`config.mk`:
```
export PLATFORM = sky130hd
export DESIGN_NAME = modbus_rtu_response_framer_flat
export DESIGN_NICKNAME = d
export VERILOG_FILES = /design/src/design/mbrf_pkg.sv /design/src/design/mbrf_if.sv /design/src/design/modbus_rtu_response_framer.sv /design/src/design/mbrf_out_queue.sv /design/src/flat_wrapper.sv
export SDC_FILE = /design/constraint.sdc
export NUM_CORES = 1
export LEC_CHECK = 0
export BUFFER_PORTS_ARGS = -buffer_cell sky130_fd_sc_hd__buf_2
export CAP_MARGIN = 10
export CORE_MARGIN = 2
export CORE_UTILIZATION = 42
export DETAILED_ROUTE_END_ITERATION = 7
export PLACE_DENSITY_LB_ADDON = 0.05
export SLEW_MARGIN = 20
export SYNTH_ARGS = -nofsm -noshare
export SYNTH_HDL_FRONTEND = slang
export SYNTH_SLANG_ARGS = --single-unit
export TNS_END_PERCENT = 30
```
`constraint.sdc`:
```
create_clock -name clk -period 8.1 [get_ports clk]
set_input_delay 1.215 -clock clk [delete_from_list [all_inputs] [get_ports clk]]
set_output_delay 1.215 -clock clk [all_outputs]
set_load 0.01 [all_outputs]
```
`src/design/mbrf_pkg.sv`:
```
// Package for the Modbus RTU response framer.
// Holds the result and push types, phase and status codes, register indexes and the CRC step.
// No dependencies.
package mbrf_pkg;

	localparam logic [15:0] CRC_INIT = 16'hFFFF;
	localparam logic [15:0] CRC_POLY = 16'hA001;

	localparam logic [7:0] EXC_MASK   = 8'hF0;
	localparam logic [7:0] EXC_CODE   = 8'h80;
	localparam logic [7:0] FC_COIL    = 8'h05;
	localparam logic [7:0] FC_REG     = 8'h06;

	localparam int QUEUE_DEPTH = 4;
	localparam int QUEUE_AW    = 2;

	typedef enum logic [2:0] {
		REG_SLAVE_ADDRESS     = 3'd0,
		REG_READ_FUNCTION     = 3'd1,
		REG_WRITE_FUNCTION    = 3'd2,
		REG_TASK_PENDING      = 3'd3,
		REG_TASK_PARAM_LENGTH = 3'd4
	} reg_index_t;

	typedef enum logic [1:0] {
		PH_HUNT = 2'd0,
		PH_FUNC = 2'd1,
		PH_BODY = 2'd2
	} phase_t;

	typedef enum logic [1:0] {
		ST_OK           = 2'd0,
		ST_CRC_ERROR    = 2'd1,
		ST_UNKNOWN_FUNC = 2'd2
	} status_t;

	typedef struct packed {
		logic [7:0] frame_byte;
		logic       end_of_frame;
		logic [1:0] frame_status;
	} mbrf_result_t;

	typedef struct packed {
		logic [1:0]   count;
		mbrf_result_t r0;
		mbrf_result_t r1;
	} mbrf_push_t;

	function automatic logic [15:0] crc_update(input logic [15:0] crc, input logic [7:0] b);
		logic [15:0] c;
		c = crc ^ {8'h00, b};
		for (int i = 0; i < 8; i++) begin
			if (c[0]) begin
				c = (c >> 1) ^ CRC_POLY;
			end else begin
				c = c >> 1;
			end
		end
		return c;
	endfunction

endpackage

```
`src/design/mbrf_if.sv`:
```
// Stream interfaces for the framer: received bytes in, frame results out.
// The result field widths are written out here and do not come from mbrf_pkg.
interface mbrf_in_if;
	logic       valid;
	logic       ready;
	logic [7:0] rx_byte;
	modport source(output valid, output rx_byte, input ready);
	modport sink(input valid, input rx_byte, output ready);
endinterface

interface mbrf_out_if;
	logic       valid;
	logic       ready;
	logic [7:0] frame_byte;
	logic       end_of_frame;
	logic [1:0] frame_status;
	modport source(output valid, output frame_byte, output end_of_frame,
		output frame_status, input ready);
	modport sink(input valid, input frame_byte, input end_of_frame,
		input frame_status, output ready);
endinterface

```
`src/design/modbus_rtu_response_framer.sv`:
```
// Modbus RTU response framer: cuts response frames out of a received byte stream
// and checks their CRC-16. Depends on mbrf_pkg, mbrf_if and mbrf_out_queue.
// Each byte is registered, then framed once the queue has room for two results,
// which are written into the queue. Throughput: one byte per cycle while the queue
// has room, one result out per cycle with tx.ready; a known function code yields two.
// Reset clears the framer to hunting for an address and loads the register defaults.
module modbus_rtu_response_framer (
	input  logic        clk,
	input  logic        arst_n,
	mbrf_in_if.sink     rx,
	mbrf_out_if.source  tx,
	input  logic        cfg_write,
	input  logic [2:0]  cfg_index,
	input  logic [7:0]  cfg_data
);

	logic [7:0] slave_address_q;
	logic [7:0] read_function_q;
	logic [7:0] write_function_q;
	logic       task_pending_q;
	logic [7:0] task_param_length_q;

	logic       valid_s1;
	logic [7:0] byte_s1;
	logic       fire;
	logic       space_ok;

	mbrf_pkg::phase_t phase_q, phase_d;
	logic [8:0]  byte_index_q, byte_index_d;
	logic [8:0]  frame_length_q, frame_length_d;
	logic        from_count_q, from_count_d;
	logic [15:0] crc_q, crc_d;
	logic [7:0]  crc_low_q, crc_low_d;

	logic [8:0]  func_len;
	logic        func_known;
	logic        func_from_count;
	logic [8:0]  eff_len;
	logic [9:0]  index_plus2;
	logic [15:0] rx_crc;

	mbrf_pkg::mbrf_push_t   push;
	mbrf_pkg::mbrf_result_t out_data;

	always_ff @(posedge clk or negedge arst_n) begin
		if (!arst_n) begin
			slave_address_q     <= 8'd1;
			read_function_q     <= 8'd3;
			write_function_q    <= 8'd16;
			task_pending_q      <= 1'b0;
			task_param_length_q <= 8'd0;
		end else if (cfg_write) begin
			unique case (cfg_index)
				mbrf_pkg::REG_SLAVE_ADDRESS:     slave_address_q     <= cfg_data;
				mbrf_pkg::REG_READ_FUNCTION:     read_function_q     <= cfg_data;
				mbrf_pkg::REG_WRITE_FUNCTION:    write_function_q    <= cfg_data;
				mbrf_pkg::REG_TASK_PENDING:      task_pending_q      <= cfg_data[0];
				mbrf_pkg::REG_TASK_PARAM_LENGTH: task_param_length_q <= cfg_data;
				default: begin
				end
			endcase
		end
	end

	assign fire     = valid_s1 && space_ok;
	assign rx.ready = !valid_s1 || fire;

	always_ff @(posedge clk or negedge arst_n) begin
		if (!arst_n) begin
			valid_s1 <= 1'b0;
		end else if (rx.ready) begin
			valid_s1 <= rx.valid;
		end
	end

	always_ff @(posedge clk) begin
		if (rx.ready && rx.valid) begin
			byte_s1 <= rx.rx_byte;
		end
	end

	always_comb begin
		func_known      = 1'b1;
		func_from_count = 1'b0;
		func_len        = 9'd0;
		if ((byte_s1 & mbrf_pkg::EXC_MASK) == mbrf_pkg::EXC_CODE) begin
			func_len = 9'd5;
		end else if (byte_s1 == mbrf_pkg::FC_COIL) begin
			func_len = 9'd8;
		end else if (byte_s1 == mbrf_pkg::FC_REG && task_pending_q) begin
			func_len = {1'b0, task_param_length_q} + 9'd6;
		end else if (byte_s1 == read_function_q) begin
			func_len        = 9'd5;
			func_from_count = 1'b1;
		end else if (byte_s1 == write_function_q) begin
			func_len = 9'd8;
		end else begin
			func_known = 1'b0;
		end
	end

	assign eff_len     = (from_count_q && byte_index_q == 9'd2) ?
		({1'b0, byte_s1} + 9'd5) : frame_length_q;
	assign index_plus2 = {1'b0, byte_index_q} + 10'd2;
	assign rx_crc      = {byte_s1, crc_low_q};

	always_comb begin
		phase_d        = phase_q;
		byte_index_d   = byte_index_q;
		frame_length_d = frame_length_q;
		from_count_d   = from_count_q;
		crc_d          = crc_q;
		crc_low_d      = crc_low_q;
		push           = '0;
		if (fire) begin
			unique case (phase_q)
				mbrf_pkg::PH_HUNT: begin
					if (byte_s1 == slave_address_q) begin
						crc_d        = mbrf_pkg::crc_update(mbrf_pkg::CRC_INIT, byte_s1);
						phase_d      = mbrf_pkg::PH_FUNC;
						byte_index_d = 9'd1;
					end
				end
				mbrf_pkg::PH_FUNC: begin
					if (func_known) begin
						push.count     = 2'd2;
						push.r0        = '{slave_address_q, 1'b0, mbrf_pkg::ST_OK};
						push.r1        = '{byte_s1, 1'b0, mbrf_pkg::ST_OK};
						crc_d          = mbrf_pkg::crc_update(crc_q, byte_s1);
						frame_length_d = func_len;
						from_count_d   = func_from_count;
						byte_index_d   = 9'd2;
						phase_d        = mbrf_pkg::PH_BODY;
					end else begin
						push.count     = 2'd1;
						push.r0        = '{byte_s1, 1'b1, mbrf_pkg::ST_UNKNOWN_FUNC};
						phase_d        = mbrf_pkg::PH_HUNT;
						byte_index_d   = '0;
						frame_length_d = '0;
						from_count_d   = 1'b0;
						crc_d          = mbrf_pkg::CRC_INIT;
						crc_low_d      = '0;
					end
				end
				mbrf_pkg::PH_BODY: begin
					frame_length_d = eff_len;
					push.count     = 2'd1;
					if (index_plus2 < {1'b0, eff_len}) begin
						crc_d        = mbrf_pkg::crc_update(crc_q, byte_s1);
						push.r0      = '{byte_s1, 1'b0, mbrf_pkg::ST_OK};
						byte_index_d = byte_index_q + 9'd1;
					end else if (index_plus2 == {1'b0, eff_len}) begin
						crc_low_d    = byte_s1;
						push.r0      = '{byte_s1, 1'b0, mbrf_pkg::ST_OK};
						byte_index_d = byte_index_q + 9'd1;
					end else begin
						push.r0 = '{byte_s1, 1'b1,
							(rx_crc == crc_q) ? mbrf_pkg::ST_OK : mbrf_pkg::ST_CRC_ERROR};
						phase_d        = mbrf_pkg::PH_HUNT;
						byte_index_d   = '0;
						frame_length_d = '0;
						from_count_d   = 1'b0;
						crc_d          = mbrf_pkg::CRC_INIT;
						crc_low_d      = '0;
					end
				end
				default: begin
					phase_d        = mbrf_pkg::PH_HUNT;
					byte_index_d   = '0;
					frame_length_d = '0;
					from_count_d   = 1'b0;
					crc_d          = mbrf_pkg::CRC_INIT;
					crc_low_d      = '0;
				end
			endcase
		end
	end

	always_ff @(posedge clk or negedge arst_n) begin
		if (!arst_n) begin
			phase_q        <= mbrf_pkg::PH_HUNT;
			byte_index_q   <= '0;
			frame_length_q <= '0;
			from_count_q   <= 1'b0;
			crc_q          <= mbrf_pkg::CRC_INIT;
			crc_low_q      <= '0;
		end else begin
			phase_q        <= phase_d;
			byte_index_q   <= byte_index_d;
			frame_length_q <= frame_length_d;
			from_count_q   <= from_count_d;
			crc_q          <= crc_d;
			crc_low_q      <= crc_low_d;
		end
	end

	mbrf_out_queue u_out_queue (
		.clk       (clk),
		.arst_n    (arst_n),
		.push      (push),
		.space_ok  (space_ok),
		.out_valid (tx.valid),
		.out_ready (tx.ready),
		.out_data  (out_data)
	);

	assign tx.frame_byte   = out_data.frame_byte;
	assign tx.end_of_frame = out_data.end_of_frame;
	assign tx.frame_status = out_data.frame_status;

endmodule

```
`src/design/mbrf_out_queue.sv`:
```
// Small result queue that takes up to two results per cycle and delivers one while out_ready is high.
// Depends on mbrf_pkg for the result and push types.
module mbrf_out_queue (
	input  logic                  clk,
	input  logic                  arst_n,
	input  mbrf_pkg::mbrf_push_t  push,
	output logic                  space_ok,
	output logic                  out_valid,
	input  logic                  out_ready,
	output mbrf_pkg::mbrf_result_t out_data
);

	mbrf_pkg::mbrf_result_t entry_q [mbrf_pkg::QUEUE_DEPTH];
	logic [mbrf_pkg::QUEUE_AW-1:0] wr_ptr_q;
	logic [mbrf_pkg::QUEUE_AW-1:0] rd_ptr_q;
	logic [mbrf_pkg::QUEUE_AW:0]   count_q;
	logic                          pop;
	logic [mbrf_pkg::QUEUE_AW-1:0] wr_ptr_next1;

	assign out_valid    = (count_q != '0);
	assign out_data     = entry_q[rd_ptr_q];
	assign pop          = out_valid && out_ready;
	assign space_ok     = (count_q <= 3'(mbrf_pkg::QUEUE_DEPTH - 2));
	assign wr_ptr_next1 = wr_ptr_q + 1'b1;

	always_ff @(posedge clk) begin
		if (push.count != 2'd0) begin
			entry_q[wr_ptr_q] <= push.r0;
		end
		if (push.count == 2'd2) begin
			entry_q[wr_ptr_next1] <= push.r1;
		end
	end

	always_ff @(posedge clk or negedge arst_n) begin
		if (!arst_n) begin
			wr_ptr_q <= '0;
			rd_ptr_q <= '0;
			count_q  <= '0;
		end else begin
			wr_ptr_q <= wr_ptr_q + push.count;
			if (pop) begin
				rd_ptr_q <= rd_ptr_q + 1'b1;
			end
			count_q <= count_q + {1'b0, push.count} - {2'b00, pop};
		end
	end

endmodule
```
`src/flat_wrapper.sv`:
```
// flat-port wrapper written by rule: the top's interface ports become plain ports
module modbus_rtu_response_framer_flat 
  (clk, arst_n, cfg_write, cfg_index, cfg_data, rx_valid, rx_rx_byte, rx_ready, tx_valid, tx_frame_byte, tx_end_of_frame, tx_frame_status, tx_ready);
  mbrf_in_if rx_i ();
  mbrf_out_if tx_i ();
  input  logic clk;
  input  logic arst_n;
  input  logic cfg_write;
  input  logic [2:0] cfg_index;
  input  logic [7:0] cfg_data;
  input wire logic [$bits(rx_i.valid)-1:0] rx_valid;
  input wire logic [$bits(rx_i.rx_byte)-1:0] rx_rx_byte;
  output wire logic [$bits(rx_i.ready)-1:0] rx_ready;
  output wire logic [$bits(tx_i.valid)-1:0] tx_valid;
  output wire logic [$bits(tx_i.frame_byte)-1:0] tx_frame_byte;
  output wire logic [$bits(tx_i.end_of_frame)-1:0] tx_end_of_frame;
  output wire logic [$bits(tx_i.frame_status)-1:0] tx_frame_status;
  input wire logic [$bits(tx_i.ready)-1:0] tx_ready;
  assign rx_i.valid = rx_valid;
  assign rx_i.rx_byte = rx_rx_byte;
  assign rx_ready = rx_i.ready;
  assign tx_valid = tx_i.valid;
  assign tx_frame_byte = tx_i.frame_byte;
  assign tx_end_of_frame = tx_i.end_of_frame;
  assign tx_frame_status = tx_i.frame_status;
  assign tx_i.ready = tx_ready;
  modbus_rtu_response_framer u_core (.clk(clk), .arst_n(arst_n), .rx(rx_i), .tx(tx_i), .cfg_write(cfg_write), .cfg_index(cfg_index), .cfg_data(cfg_data));
endmodule
```
After elaboration in Yosys (flattened, before gate mapping) --
Memories as Yosys holds them, arrays and structs flattened. Cells that the tools add are included.
Operators by class: bitwise operators 26, multipliers 0, add/sub/neg operators 9, reductions and logical operators 22, div/mod/pow operators 0, shift operators 0, magnitude comparators 2, equal/unequal tests 21, muxes and demuxes 140
Operators with widths (count):
- 2-to-1 mux 16 bit | 90
- 2-to-1 mux 9 bit | 10
- NOT 2 -> 3 bit | 23
- one-hot mux 9 bit (3 select lines) | 2
- one-hot mux 16 bit (3 select lines) | 1
- one-hot mux 13 bit (2 select lines) | 1
- equality test 8 bit | 3
- 2-to-1 mux 24 bit | 1
- 2-to-1 mux 8 bit | 3
- one-hot mux 8 bit (3 select lines) | 1
- 2-to-1 mux 11 bit | 2
- adder 8 x 3 -> 9 bit, second input constant | 2
- 2-to-1 mux 1 bit | 17
- equality test 16 bit | 1
- equality test 8 x 3 -> 1 bit, second input constant | 2
- NOT 8 -> 16 bit | 1
- bitwise XOR 16 x 8 -> 16 bit | 1
- AND reduction 2 bit | 7
- 2-to-1 mux 13 bit | 1
- AND reduction 4 bit | 3
- adder 9 x 2 -> 10 bit, second input constant | 1
- equality test 10 x 9 -> 1 bit | 1
- less-than comparator 10 x 9 -> 1 bit | 1
- 2-to-1 mux 2 bit | 5
- other kinds (29) | 40
Storage, ports and cells: memories 1, register bits after elaboration 94, output and inout port bits 13, word-level logic and storage cells 237, bits in latches 0, bits in read-only memories 0, RAM bits 44, input bits 24
Memories:
- u_core.u_out_queue.entry_q | words 4, bits a word 11, rd ports 1, clocked after memory_dff 0, wr ports 2, RTL line mbrf_out_queue.sv:13 | mbrf_pkg::mbrf_result_t entry_q [mbrf_pkg::QUEUE_DEPTH];

Longest topological paths before layout --
word-level depth 43, mapped depth 16, mapped depth without buffers 14

Cells and area by module --
A second synthesis with hierarchy kept.
Second synthesis, totals: cell total of the unflattened synthesis 718, area total of the unflattened synthesis 8555.7 sq um
By module, submodules not included:
- modbus_rtu_response_framer | instances 1, seq. area each 2242.2 sq um, cells each 572, area an instance 5900.7 sq um
- mbrf_out_queue | instances 1, seq. area each 1496.4 sq um, cells each 146, area an instance 2655.0 sq um

Worst setup path after synthesis --
No wires, ideal clock.
path type flip-flop to flip-flop, start point register u_core.byte_index_q[0], end point register u_core.crc_q[2], setup slack 4.456 ns, arrival 3.560 ns, cell stages (with the launch flop) 15, data required time 8.017 ns, library setup time 0.083 ns, path through dfrtp_1 > inv_1 > ha_1 > nand4_1 > clkbuf_1 > mux2i_1 > ha_1 > a21o_1 > a22o_1 > a2111o_1 > and2_1 > or4_4 > buf_6 > buf_6 > o32a_1
On the way: longest elaborated chain between the ends 6
Ends and longest elaborated chain:
- from (decl) | RTL line modbus_rtu_response_framer.sv:29 | logic [8:0] byte_index_q, byte_index_d;
- from (signal assigned) | RTL line modbus_rtu_response_framer.sv:189 | byte_index_q <= byte_index_d;
- branches (longest 6 deep; another with adder 9 x 2 -> 10 bit)
- to (signal assigned) | RTL line modbus_rtu_response_framer.sv:185 | crc_q <= mbrf_pkg::CRC_INIT;
- to (signal assigned) | RTL line modbus_rtu_response_framer.sv:192 | crc_q <= crc_d;
- to (decl) | RTL line modbus_rtu_response_framer.sv:32 | logic [15:0] crc_q, crc_d;
Several ways; the timed one is not identified. A chain may end at the register's enable or synchronous reset.

Final worst setup path --
start point register u_core.byte_index_q[4], end point register u_core.byte_index_q[6]
On the way: longest elaborated chain between the ends 7
Ends and longest elaborated chain:
- branches (longest 5 deep; another with adder 9 x 2 -> 10 bit)
- 2-to-1 mux 9 bit * | RTL line modbus_rtu_response_framer.sv:148 | if (index_plus2 < {1'b0, eff_len}) begin
- one-hot mux 9 bit (3 select lines) * | RTL line modbus_rtu_response_framer.sv:116 | unique case (phase_q)
Mark *: on every way between the ends.

==> impl_metrics.py <==
metrics = {
    "logic_synthesis": {
        "synth_async_sr_flop_share_pct": 62.3,
        "synthesis.area_mm2": 0.00793,
        "synthCells": 724,
        "syn_nets": 783,
        "ys_types": 64,
        "synth-seq-cells": 138,
        "synth_ff_type": "dfrtp_1",
        "syn_avg_cell_area_um2": 11.0,
        "seq_area_frac_synth_pct": 45.6,
        "ys.warnings.count": 0,
        "synth_edf_count": 40,
    },
    "finish": {
        "final_util_pct": 47.8,
        "final_common_cell": "dfrtp_1",
        "insertedDiodeCount": 0,
        "final_area_mm2": 0.00891,
        "final_cell_mix": "66 x dfrtp_1, 58 x nand2_1, 52 x xnor2_1",
        "stdcell_count": 1001,
        "nFillCells": 1715,
        "drive_gt1_share_pct": 19.6,
        "layout.nets": 813,
        "area_growth_pct": 12.3,
    },
    "placement": {
        "io_buffers": 36,
        "hpwl_um": 15500,
        "placed_cell_area_mm2": 0.00831,
        "place_congestion": 0.857,
        "pre_cts_slack_ns": 3.53,
        "placedCellCount": 969,
    },
    "die": {
        "die-area_mm2": 0.0200,
        "initial_core_util_pct": 42.6,
        "rows": 50,
        "core_mm2": 0.0186,
        "die_w_um": 141,
        "die_height_um": 141,
        "ioPinCount": 37,
    },
    "setup_path": {
        "critPathCaptureType": "register",
        "crit_slowest_cell": "a2111oi_0",
        "cpPeakStageDelay_ns": 0.84,
        "cp_data_arrival_time_ns": 4.98,
        "crit_type": "reg -> reg",
        "required_ns": 8.46,
        "critPathMaxFanout": 14,
        "crit_chain": "nor4_1 -> nand4_1 -> a21oi_1 -> ha_1 -> a21oi_1 -> o21ai_0 -> a2111oi_0 -> o21ai_0 -> buf_4 -> o31ai_1 -> a32o_1",
        "critPathLaunchType": "register",
    },
    "clocking": {
        "postCtsHoldBufs": 0,
        "clockRootBuffer": "clkbuf_16",
        "cts_resized": 0,
        "clockBufferDepth": 2,
        "clkTransAtPathRegs_ns": 0.06,
        "cts_setup_buffers": 0,
        "htreeDepth": 4,
        "cts_buffers": 17,
        "worst_skew_pair.late_latency_ns": 0.43,
        "cts_tree": "yes",
        "cts_sinks": 138,
    },
    "timing": {
        "period_needed_ns": 4.62,
        "drv_slew": 0,
        "finalCritPeriodShare_pct": 57.1,
        "rsz0062_at_grt": "false",
        "skew_ns": 0.0144,
        "worst_pin_slew_ns": 0.973,
        "max_slew_margin_pct": 34.4,
        "setup_ws_ns": 3.48,
        "fin_setup_tns_ns": 0,
        "fmax_ghz": 0.216,
        "whs_ns": 0.488,
        "hold_viol_final": 0,
        "finalSetupViolCount": 0,
    },
    "pwr": {
        "peakVddDrop_mv": 0.194,
        "leakagePower_nw": 3.52,
        "report.power.total_mw": 2.95,
        "power_density_mw_per_mm2": 331,
    },
    "routing": {
        "vias": 5813,
        "initialDrtViolationCount": 402,
        "ant_nets": 0,
        "wl_per_cell_um": 21.6,
        "drc_errors": 0,
        "dr.pass1.iters": 5,
        "via_per_inst": 5.81,
        "postRouteWirelength_um": 21600,
    },
    "global_route": {
        "grt_overflow": 0,
        "grt_max_degree": 53,
        "grt_pass1_vias": 5936,
        "grt_pass1_wl_um": 34000,
        "antenna_found_initial": 0,
        "track_usage_pct": 22.5,
    },
    "outcome": {
        "status": "finished, final reports clean",
    },
    "worst_hold_path": {
        "hold_class": "reg -> reg",
    },
    "flow_run": {
        "cap_violations": 0,
    },
}
-- per-layer routing --
metal / vias up / share of wire, % / GRT usage, %
met5: - / 0 / 0
met3: 21 / 4.1 / 3.58
met4: 0 / 1.5 / 7.32
met2: 157 / 49 / 37.7
met1: 2930 / 45 / 30.1
li1: 2705 / - / -
-- state kept, by name (all words and copies together), names as in the netlist --
signal,cells
u_core.u_out_queue.count_q,3
u_core.task_pending_q,1
u_core.valid_s1,1
u_core.u_out_queue.wr_ptr_q,2
u_core.crc_low_q,8
u_core.byte_index_q,9
u_core.u_out_queue.rd_ptr_q,2
u_core.phase_q,2
u_core.task_param_length_q,8
u_core.crc_q,16
u_core.read_function_q,8
u_core.slave_address_q,8
u_core.frame_length_q,9
u_core.write_function_q,8
u_core.u_out_queue.entry_q,44
u_core.from_count_q,1
u_core.byte_s1,8
-- synth_stat cells (all sizes together), types with 15 or more instances --
cell    number  share of area [%]
edfxtp      40                 15
xor2        36                4.0
buf         15                1.1
mux2        31                4.4
ha          34                5.4
mux2i       21                2.6
nor2        32                1.5
inv         34                1.6
nand2       58                2.7
dfstp       20                6.6
a21oi       15               0.95
o21ai       23                1.5
o22ai       44                3.5
dfrtp       66                 21
xnor2       52                5.7
clkbuf      16               0.76
-- worst max-delay path, delay by kind of cell (launching register included) --
kind	cells	cell delay [ns]
compound gates	7	2.50
flops	1	0.44
simple gates	2	0.98
fa+ha+maj	1	0.30
buf+inv	1	0.33
-- path summary, 6_finish.rpt --
kind,from,endpoint,slack [ns],cells past startpoint
worst max-delay path,u_core.byte_index_q[4],u_core.byte_index_q[6],3.48,11
worst min-delay path,u_core.frame_length_q[0],u_core.frame_length_q[0],0.49,2
worst max register to register,u_core.byte_index_q[4],u_core.byte_index_q[6],3.48,11
worst min register to register,u_core.frame_length_q[0],u_core.frame_length_q[0],0.49,2
max in group asynchronous,arst_n,u_core.write_function_q[1],6.27,2
min in group asynchronous,arst_n,u_core.u_out_queue.count_q[1],0.75,1
-- final cells by class --
| type | count | area, um2 | area share, % |
|---|---|---|---|
| clock buffers | 18 | 429 | 4.82 |
| clock inverters | 14 | 161 | 1.81 |
| inverters | 36 | 135 | 1.52 |
| multi-input cells | 519 | 4040 | 45.4 |
| flip-flops and latches | 138 | 3620 | 40.6 |
| well taps | 234 | 293 | 3.29 |
| repair buffers | 42 | 228 | 2.56 |
-- power breakdown --
part | internal, mW | switching, mW | total, mW
sequential | 0.875 | 0.187 | 1.06
combinational | 0.492 | 0.610 | 1.10
clock | 0.460 | 0.328 | 0.788
total | 1.83 | 1.12 | 2.95
-- kinds of logic after synthesis --
logic type      Yosys count  share of synthesized area (%)
simple gates            176                           11.1
compound gates          155                           13.7
flops                   138                           45.6
xor+xnor                 90                           10.3
buf+inv                  67                           3.58
mux                      63                           10.2
fa+ha+maj                35                           5.61
Note: power is estimated with default switching activity, not from simulation.
